==> src/design/pstc_pkg.sv <==
// ----------------------------------------------------------------------------
// pstc_pkg: shared types and constants for the sensor compensation pipeline
// Holds the decoded calibration set, the per-beat side data and the fixed
// constants of the integer compensation scheme.
// ----------------------------------------------------------------------------
package pstc_pkg;

  // Configuration register indexes.
  typedef enum logic [2:0] {
    REG_CAL_T1_T2 = 3'd0,
    REG_CAL_T3_P1 = 3'd1,
    REG_CAL_P2_P3 = 3'd2,
    REG_CAL_P4_P5 = 3'd3,
    REG_CAL_P6_P7 = 3'd4,
    REG_CAL_P8_P9 = 3'd5
  } cfg_reg_t;

  // Decoded calibration coefficients.
  typedef struct packed {
    logic        [15:0] t1;
    logic signed [15:0] t2;
    logic signed [15:0] t3;
    logic        [15:0] p1;
    logic signed [15:0] p2;
    logic signed [15:0] p3;
    logic signed [15:0] p4;
    logic signed [15:0] p5;
    logic signed [15:0] p6;
    logic signed [15:0] p7;
    logic signed [15:0] p8;
    logic signed [15:0] p9;
  } cal_t;

  // Data that rides along with a beat through the pressure path.
  typedef struct packed {
    logic signed [31:0] tcenti;
    logic               err;
  } side_t;

  // Pressure-stage constants.
  localparam logic signed [32:0] PressOffset = 33'sd128000;
  localparam logic        [20:0] PressFull   = 21'd1048576;
  localparam logic        [11:0] PressScale  = 12'd3125;
  localparam int unsigned        W1BiasShift = 47;
  localparam int unsigned        W1Shift     = 33;
  localparam int unsigned        P4Shift     = 35;

  // One quotient bit per divider stage.
  localparam int unsigned DivSteps = 64;

endpackage

==> src/design/pstc_temp.sv <==
// ----------------------------------------------------------------------------
// pstc_temp: temperature compensation pipeline
// Five register stages of 32-bit arithmetic; delivers the offset fine
// temperature for the pressure path and the temperature in centidegrees.
// ----------------------------------------------------------------------------
module pstc_temp (
  input  logic               clk,
  input  logic               rst_n,
  input  logic               en,
  input  logic               in_valid,
  input  logic [19:0]        raw_t,
  input  logic [19:0]        raw_p,
  input  pstc_pkg::cal_t     cal,
  output logic               out_valid,
  output logic signed [32:0] x,
  output logic signed [31:0] tcenti,
  output logic [19:0]        rp
);

  localparam int Stages = 5;

  logic [Stages-1:0]  v_r;
  logic [19:0]        rp_r [Stages];
  logic signed [17:0] a_r, a_nxt, d_r, d_nxt;
  logic signed [33:0] m1_full;
  logic signed [35:0] dd_full;
  logic signed [31:0] m1_r, dd_r, m1_sh, dd_sh;
  logic signed [20:0] v1_r, v1_nxt;
  logic signed [19:0] ddq;
  logic signed [35:0] m2_full;
  logic signed [31:0] m2_r, m2_sh;
  logic signed [17:0] v2;
  logic signed [31:0] tfine_r, tfine_nxt, t5, tc_sh, tcenti_r;
  logic signed [32:0] x_r, x_nxt;

  // Stage logic; every product wraps to 32 bits as in the scheme.
  always_comb begin
    a_nxt     = $signed({1'b0, raw_t[19:3]}) - $signed({1'b0, cal.t1, 1'b0});
    d_nxt     = $signed({2'b00, raw_t[19:4]}) - $signed({2'b00, cal.t1});
    m1_full   = a_r * cal.t2;
    dd_full   = d_r * d_r;
    m1_sh     = m1_r >>> 11;
    v1_nxt    = m1_sh[20:0];
    dd_sh     = dd_r >>> 12;
    ddq       = dd_sh[19:0];
    m2_full   = ddq * cal.t3;
    m2_sh     = m2_r >>> 14;
    v2        = m2_sh[17:0];
    tfine_nxt = {{11{v1_r[20]}}, v1_r} + {{14{v2[17]}}, v2};
    t5        = tfine_r + (tfine_r <<< 2) + 32'sd128;
    tc_sh     = t5 >>> 8;
    x_nxt     = {tfine_r[31], tfine_r} - pstc_pkg::PressOffset;
  end

  // Valid bits travel with the data.
  always_ff @(posedge clk) begin
    if (!rst_n) begin
      v_r <= '0;
    end else if (en) begin
      v_r <= {v_r[Stages-2:0], in_valid};
    end
  end

  // Payload registers.
  always_ff @(posedge clk) begin
    if (en) begin
      a_r      <= a_nxt;
      d_r      <= d_nxt;
      m1_r     <= m1_full[31:0];
      dd_r     <= dd_full[31:0];
      v1_r     <= v1_nxt;
      m2_r     <= m2_full[31:0];
      tfine_r  <= tfine_nxt;
      tcenti_r <= tc_sh;
      x_r      <= x_nxt;
      rp_r[0]  <= raw_p;
      for (int i = 1; i < Stages; i++) begin
        rp_r[i] <= rp_r[i-1];
      end
    end
  end

  assign out_valid = v_r[Stages-1];
  assign x         = x_r;
  assign tcenti    = tcenti_r;
  assign rp        = rp_r[Stages-1];

endmodule

==> config.mk <==
export PLATFORM = sky130hd
export DESIGN_NAME = pstc_temp
export DESIGN_NICKNAME = d
export VERILOG_FILES = /design/src/design/pstc_pkg.sv /design/src/design/pstc_temp.sv
export SDC_FILE = /design/constraint.sdc
export NUM_CORES = 2
export LEC_CHECK = 0
export ABC_AREA = 1
export BUFFER_PORTS_ARGS = -buffer_cell sky130_fd_sc_hd__buf_2
export CAP_MARGIN = 20
export CORE_MARGIN = 2
export CORE_UTILIZATION = 45
export CTS_CLUSTER_DIAMETER = 30
export DETAILED_ROUTE_END_ITERATION = 10
export PLACE_DENSITY = 0.62
export SETUP_SLACK_MARGIN = 0.15
export SYNTH_ARGS = -nofsm -noshare
export SYNTH_HDL_FRONTEND = slang
export SYNTH_SLANG_ARGS = --single-unit
==> constraint.sdc <==
create_clock -name clk -period 18.4 [get_ports clk]
set_clock_uncertainty 0.2 [all_clocks]
set_input_delay 3.68 -clock clk [delete_from_list [all_inputs] [get_ports clk]]
set_output_delay 3.68 -clock clk [all_outputs]
set_load 0.05 [all_outputs]
== Word-level counts from Yosys, hierarchy flattened ==
Memory sizes are Yosys's and may differ from the RTL's.
Index checks and enable logic that the tools add are counted.
W data, S select, Z words.

* Register bits: 236
* Latch bits: 0
* Memory bits (writable): 100
* ROM bits: 0
* Input bits: 236
* Output and inout bits: 86
* Word-level logic and storage cells: 22
* Memories kept: 1

* Add/sub/neg operators: 6
* Multipliers: 3
* Div/mod/pow operators: 0
* $lt $le $gt $ge: 0
* Equality and inequality tests: 0
* Shift-type cells: 0
* Muxes and demuxes: 2
* Bitwise operators: 0
* Reduce and logical (&&, ||, !) cells: 0

{| class="wikitable"
|+ Memory list
! memory !! depth !! bits a word !! read ports !! clocked after Yosys merged registers in !! wr ports !! line !! source
|-
| rp_r || 5 || 20 || 5 || 0 || 5 || pstc_temp.sv:23 || <nowiki>logic [19:0] rp_r [Stages];</nowiki>
|}

{| class="wikitable"
|+ Operators with widths
! kind !! count
|-
| $mul A17 B17 Y32 || 1
|-
| $mul A18 B16 Y32 || 1
|-
| $mul A20 B16 Y32 || 1
|-
| $add A25 B9 Y26 const B || 1
|-
| $add A22 B24 Y25 || 1
|-
| $sub A22 B18 Y23 const B || 1
|-
| $add A21 B18 Y22 || 1
|-
| $sub A17 B17 Y18 || 1
|-
| $sub A16 B16 Y17 || 1
|-
| $mux W1 || 2
|}

== Longest topological paths before layout ==
* Depth in word-level cells: 2
* Gate-level depth with buffers: 28

== Least setup slack after synthesis ==
OpenSTA, ideal clock, no wires.

* Path type: input -> register
* Start: input cal[161] (netlist bit)
* End: register m1_r[31], data pin
* Data arrival time: 8.579 ns
* Data required time: 17.948 ns
* Path slack: 9.369 ns
* Cell stages on the path: 21
* Buffers on the path: 1
* Cell sequence: buf_4 > nand2_1 > inv_1 > fa_1 > inv_1 > fa_1 > inv_1 > fa_1 > fa_1 > fa_1 > fa_1 > ha_1 > nand2_1 > nor2_1 > inv_1 > nor4_1 > nand2_1 > nand2_1 > inv_1 > nand2_1 > nand2_1

* Cells in the longest elaborated chain, start to end: 1

{| class="wikitable"
|+ RTL lines
! item !! line !! source
|-
| start, declared || pstc_temp.sv:13 || <nowiki>input pstc_pkg::cal_t cal,</nowiki>
|-
| $mul A18 B16 Y32 || pstc_temp.sv:40 || <nowiki>m1_full = a_r * cal.t2;</nowiki>
|-
| via m1_full[31] || pstc_temp.sv:25 || <nowiki>logic signed [33:0] m1_full;</nowiki>
|-
| end signal, assigned || pstc_temp.sv:69 || <nowiki>m1_r <= m1_full[31:0];</nowiki>
|-
| end, declared || pstc_temp.sv:27 || <nowiki>logic signed [31:0] m1_r, dd_r, m1_sh, dd_sh;</nowiki>
|}

The timed path passes the listed nets, and every way through them passes these cells.
A chain may end at the register's enable or synchronous reset.

== Worst setup path after layout ==
* Start: input cal[161] (netlist bit)
* End: register m1_r[30], data pin

The elaborated chain is that of the path after synthesis.

==> impl_metrics.env <==
export IMPL_fill_cells=9483
export IMPL_io_buffers=174
export IMPL_fmax_mhz=107
export IMPL_synth_seq_cells=266
export IMPL_tns_ns=0
export IMPL_routed_wl_mm=101
export IMPL_grt_start_max_net_pins=132
export IMPL_synth_cell_types=44
export IMPL_cts_tree="done"
export IMPL_post_route_min_period_ns=9.34
export IMPL_clock_sinks=266
export IMPL_initial_core_util=0.453
export IMPL_dr_pass1_iters=6
export IMPL_die_y_um=319
export IMPL_crit_required_ns=18.55
export IMPL_final_cell_mix="inv_1 (1528), nand2_1 (1178), fa_1 (816)"
export IMPL_synth_simple_area_share=0.148
export IMPL_synth_area_um2=44600
export IMPL_synth_edf_count=261
export IMPL_route_met2_wl_mm=50.2
export IMPL_instances_no_fill=6618
export IMPL_routabilityCongestion=0.895
export IMPL_ys_flop_type="edfxtp_1"
export IMPL_die_area_um2=102000
export IMPL_synth_fa_ha_area_frac=0.457
export IMPL_grt_setup_unrepaired="false"
export IMPL_clock_latency_ns=0.61
export IMPL_syn_avg_cell_area_um2=8.51
export IMPL_yosysTopAreaCell="fa_1"
export IMPL_slew_headroom=0.336
export IMPL_ys_async_sr_fraction=0
export IMPL_fin_hold_ws_ns=0.183
export IMPL_synth_warning_count=0
export IMPL_ctsResizeCount=0
export IMPL_grt_pass1_vias=34576
export IMPL_grt_remaining_overflow=0
export IMPL_synthXorXnorAreaFrac=0.0244
export IMPL_grtUsageTotal=0.210
export IMPL_num_nets_final=6658
export IMPL_syn_instance_count=5233
export IMPL_drv_cap=0
export IMPL_route_met3_wl_mm=4.88
export IMPL_status="finished, final reports clean"
export IMPL_cts_buffers=57
export IMPL_synth_top_family_by_area="adder cells"
export IMPL_slew_violations=0
export IMPL_post_place_ws_ns=8.53
export IMPL_place_inst=6511
export IMPL_yosysTopAreaCellShare=0.367
export IMPL_synth_compound_area_frac=0.0416
export IMPL_top_layer_used="met5"
export IMPL_clk_pin_slew_worst_paths_ns=0.05
export IMPL_hold_violations=0
export IMPL_layout_commonest_cell="inv_1"
export IMPL_drt_iter0_markers=1736
export IMPL_critical_path_class="in -> reg"
export IMPL_clockBufferDepth=3
export IMPL_coreArea_um2=98300
export IMPL_synthMuxAreaShare=0
export IMPL_htree_levels=2
export IMPL_synth_seq_area_share=0.178
export IMPL_syn_nets=6608
export IMPL_synth_area_leaders="fa_1 (37%), edfxtp_1 (18%), inv_1 (13%), nand2_1 (9.9%), ha_1 (9.1%)"
export IMPL_syn_to_final_growth_pct=8.35
export IMPL_row_count=115
export IMPL_dp_hpwl_mm=82.2
export IMPL_cts_root_buf="clkbuf_16"
export IMPL_routedWlPerCell_um=15.3
export IMPL_viasPerCell=4.88
export IMPL_setup_viol=0
export IMPL_worst_pin_slew_ns=0.996
export IMPL_remaining_drc_errors=0
export IMPL_diodes=0
export IMPL_ant_nets=0
export IMPL_min_path_type="reg -> reg"
export IMPL_pin_count=322
export IMPL_drive_gt1_frac=0.0619
export IMPL_chipWidth_um=319
export IMPL_finalCritPeriodShare=0.507
export IMPL_worst_slack_ns=9.06
export IMPL_crit_arrival_ns=9.49
export IMPL_antenna_found_initial=2
export IMPL_post_cts_buffers=0
export IMPL_wirelength_met1_mm=44.1
export IMPL_end_kind="flop"
export IMPL_startpoint_type="primary input"
export IMPL_vias=32326
export IMPL_cp_max_fo=18
export IMPL_postCtsHoldBufs=0
export IMPL_grt_pass1_wl_mm=172
## registers in the layout (all words and copies together) (netlist names)
register and count:
m2_r 18, rp_r 100, tcenti 18, v_r 5, a_r 18, v1_r 21, m1_r 21, tfine_r 22
x 23, dd_r 20
## per-layer routing
layer  GRT usage  vias up
met5           0        -
met4      0.0472        4
met3      0.0280      124
met2       0.369      699
met1       0.275    16109
li1            -    15390
## logic make-up (layout without fill, tap and decap cells)
family / after synthesis / in the layout
compound gates: 326 / 326
xor+xnor: 124 / 124
fa+ha+maj: 1139 / 1139
simple gates: 1642 / 1642
buf+inv: 1736 / 1834
flops: 266 / 266
## cell usage after synthesis (2+ instances only)
cell type,n
a211oi_1,2
a21boi_0,5
a21o_1,24
a21oi_1,149
a31o_2,3
a31oi_1,13
and3_1,4
buf_1,17
buf_2,7
buf_4,48
clkbuf_1,132
dfxtp_1,5
edfxtp_1,261
fa_1,816
ha_1,323
inv_1,1528
inv_2,3
nand2_1,1178
nand2_2,7
nand3_1,140
nand3_2,4
nand3b_1,11
nand4_1,28
nor2_1,223
nor2_2,3
nor3_1,25
nor4_1,8
o211ai_1,3
o21a_1,6
o21ai_0,85
o21ai_1,2
o21ai_2,2
o21bai_1,26
o31ai_1,2
or2_2,9
xnor2_1,30
xor2_1,94
## through the flow
step                utilization  area, um^2
finish                    0.491       48300
global route              0.491       48300
CTS                       0.491       48300
detailed placement        0.471       46200
global placement          0.471       46200
floorplan                     -       44600
## area by class of cell
class,instances,area (um^2),area share
clock buffer,58,1430,0.0296
clock inverter,49,596,0.0123
inverter,1531,5750,0.119
multi-input combinational,3231,29900,0.620
sequential,266,7940,0.164
tap,1287,1610,0.0334
timing repair buffer,196,1050,0.0217
## worst max-delay path: stages
cell      delay [ns]
buf_2           0.24
nand2_1         0.18
inv_1           0.11
fa_1            0.70
inv_1           0.14
fa_1            0.78
inv_1           0.20
fa_1            0.50
fa_1            0.59
fa_1            0.44
fa_1            0.46
ha_1            0.41
a21oi_1         0.30
o21bai_1        0.10
a21oi_1         0.16
o21ai_0         0.14
a21oi_1         0.18
nand2_1         0.07
nand2_1         0.06
nand2_1         0.04
## path summary, 6_finish.rpt
check	start	to	slack, ns	cells past startpoint
worst min register to register	rp_r[0][66]	rp_r[0][86]	0.18	0
worst max register to register	a_r[17]	m1_r[30]	11.58	20
worst min-delay path	rp_r[0][66]	rp_r[0][86]	0.18	0
worst max-delay path	cal[161]	m1_r[30]	9.06	20
Power is not shown: default switching activity piles up to over one toggle a cycle in this logic, so the estimate is an artifact.
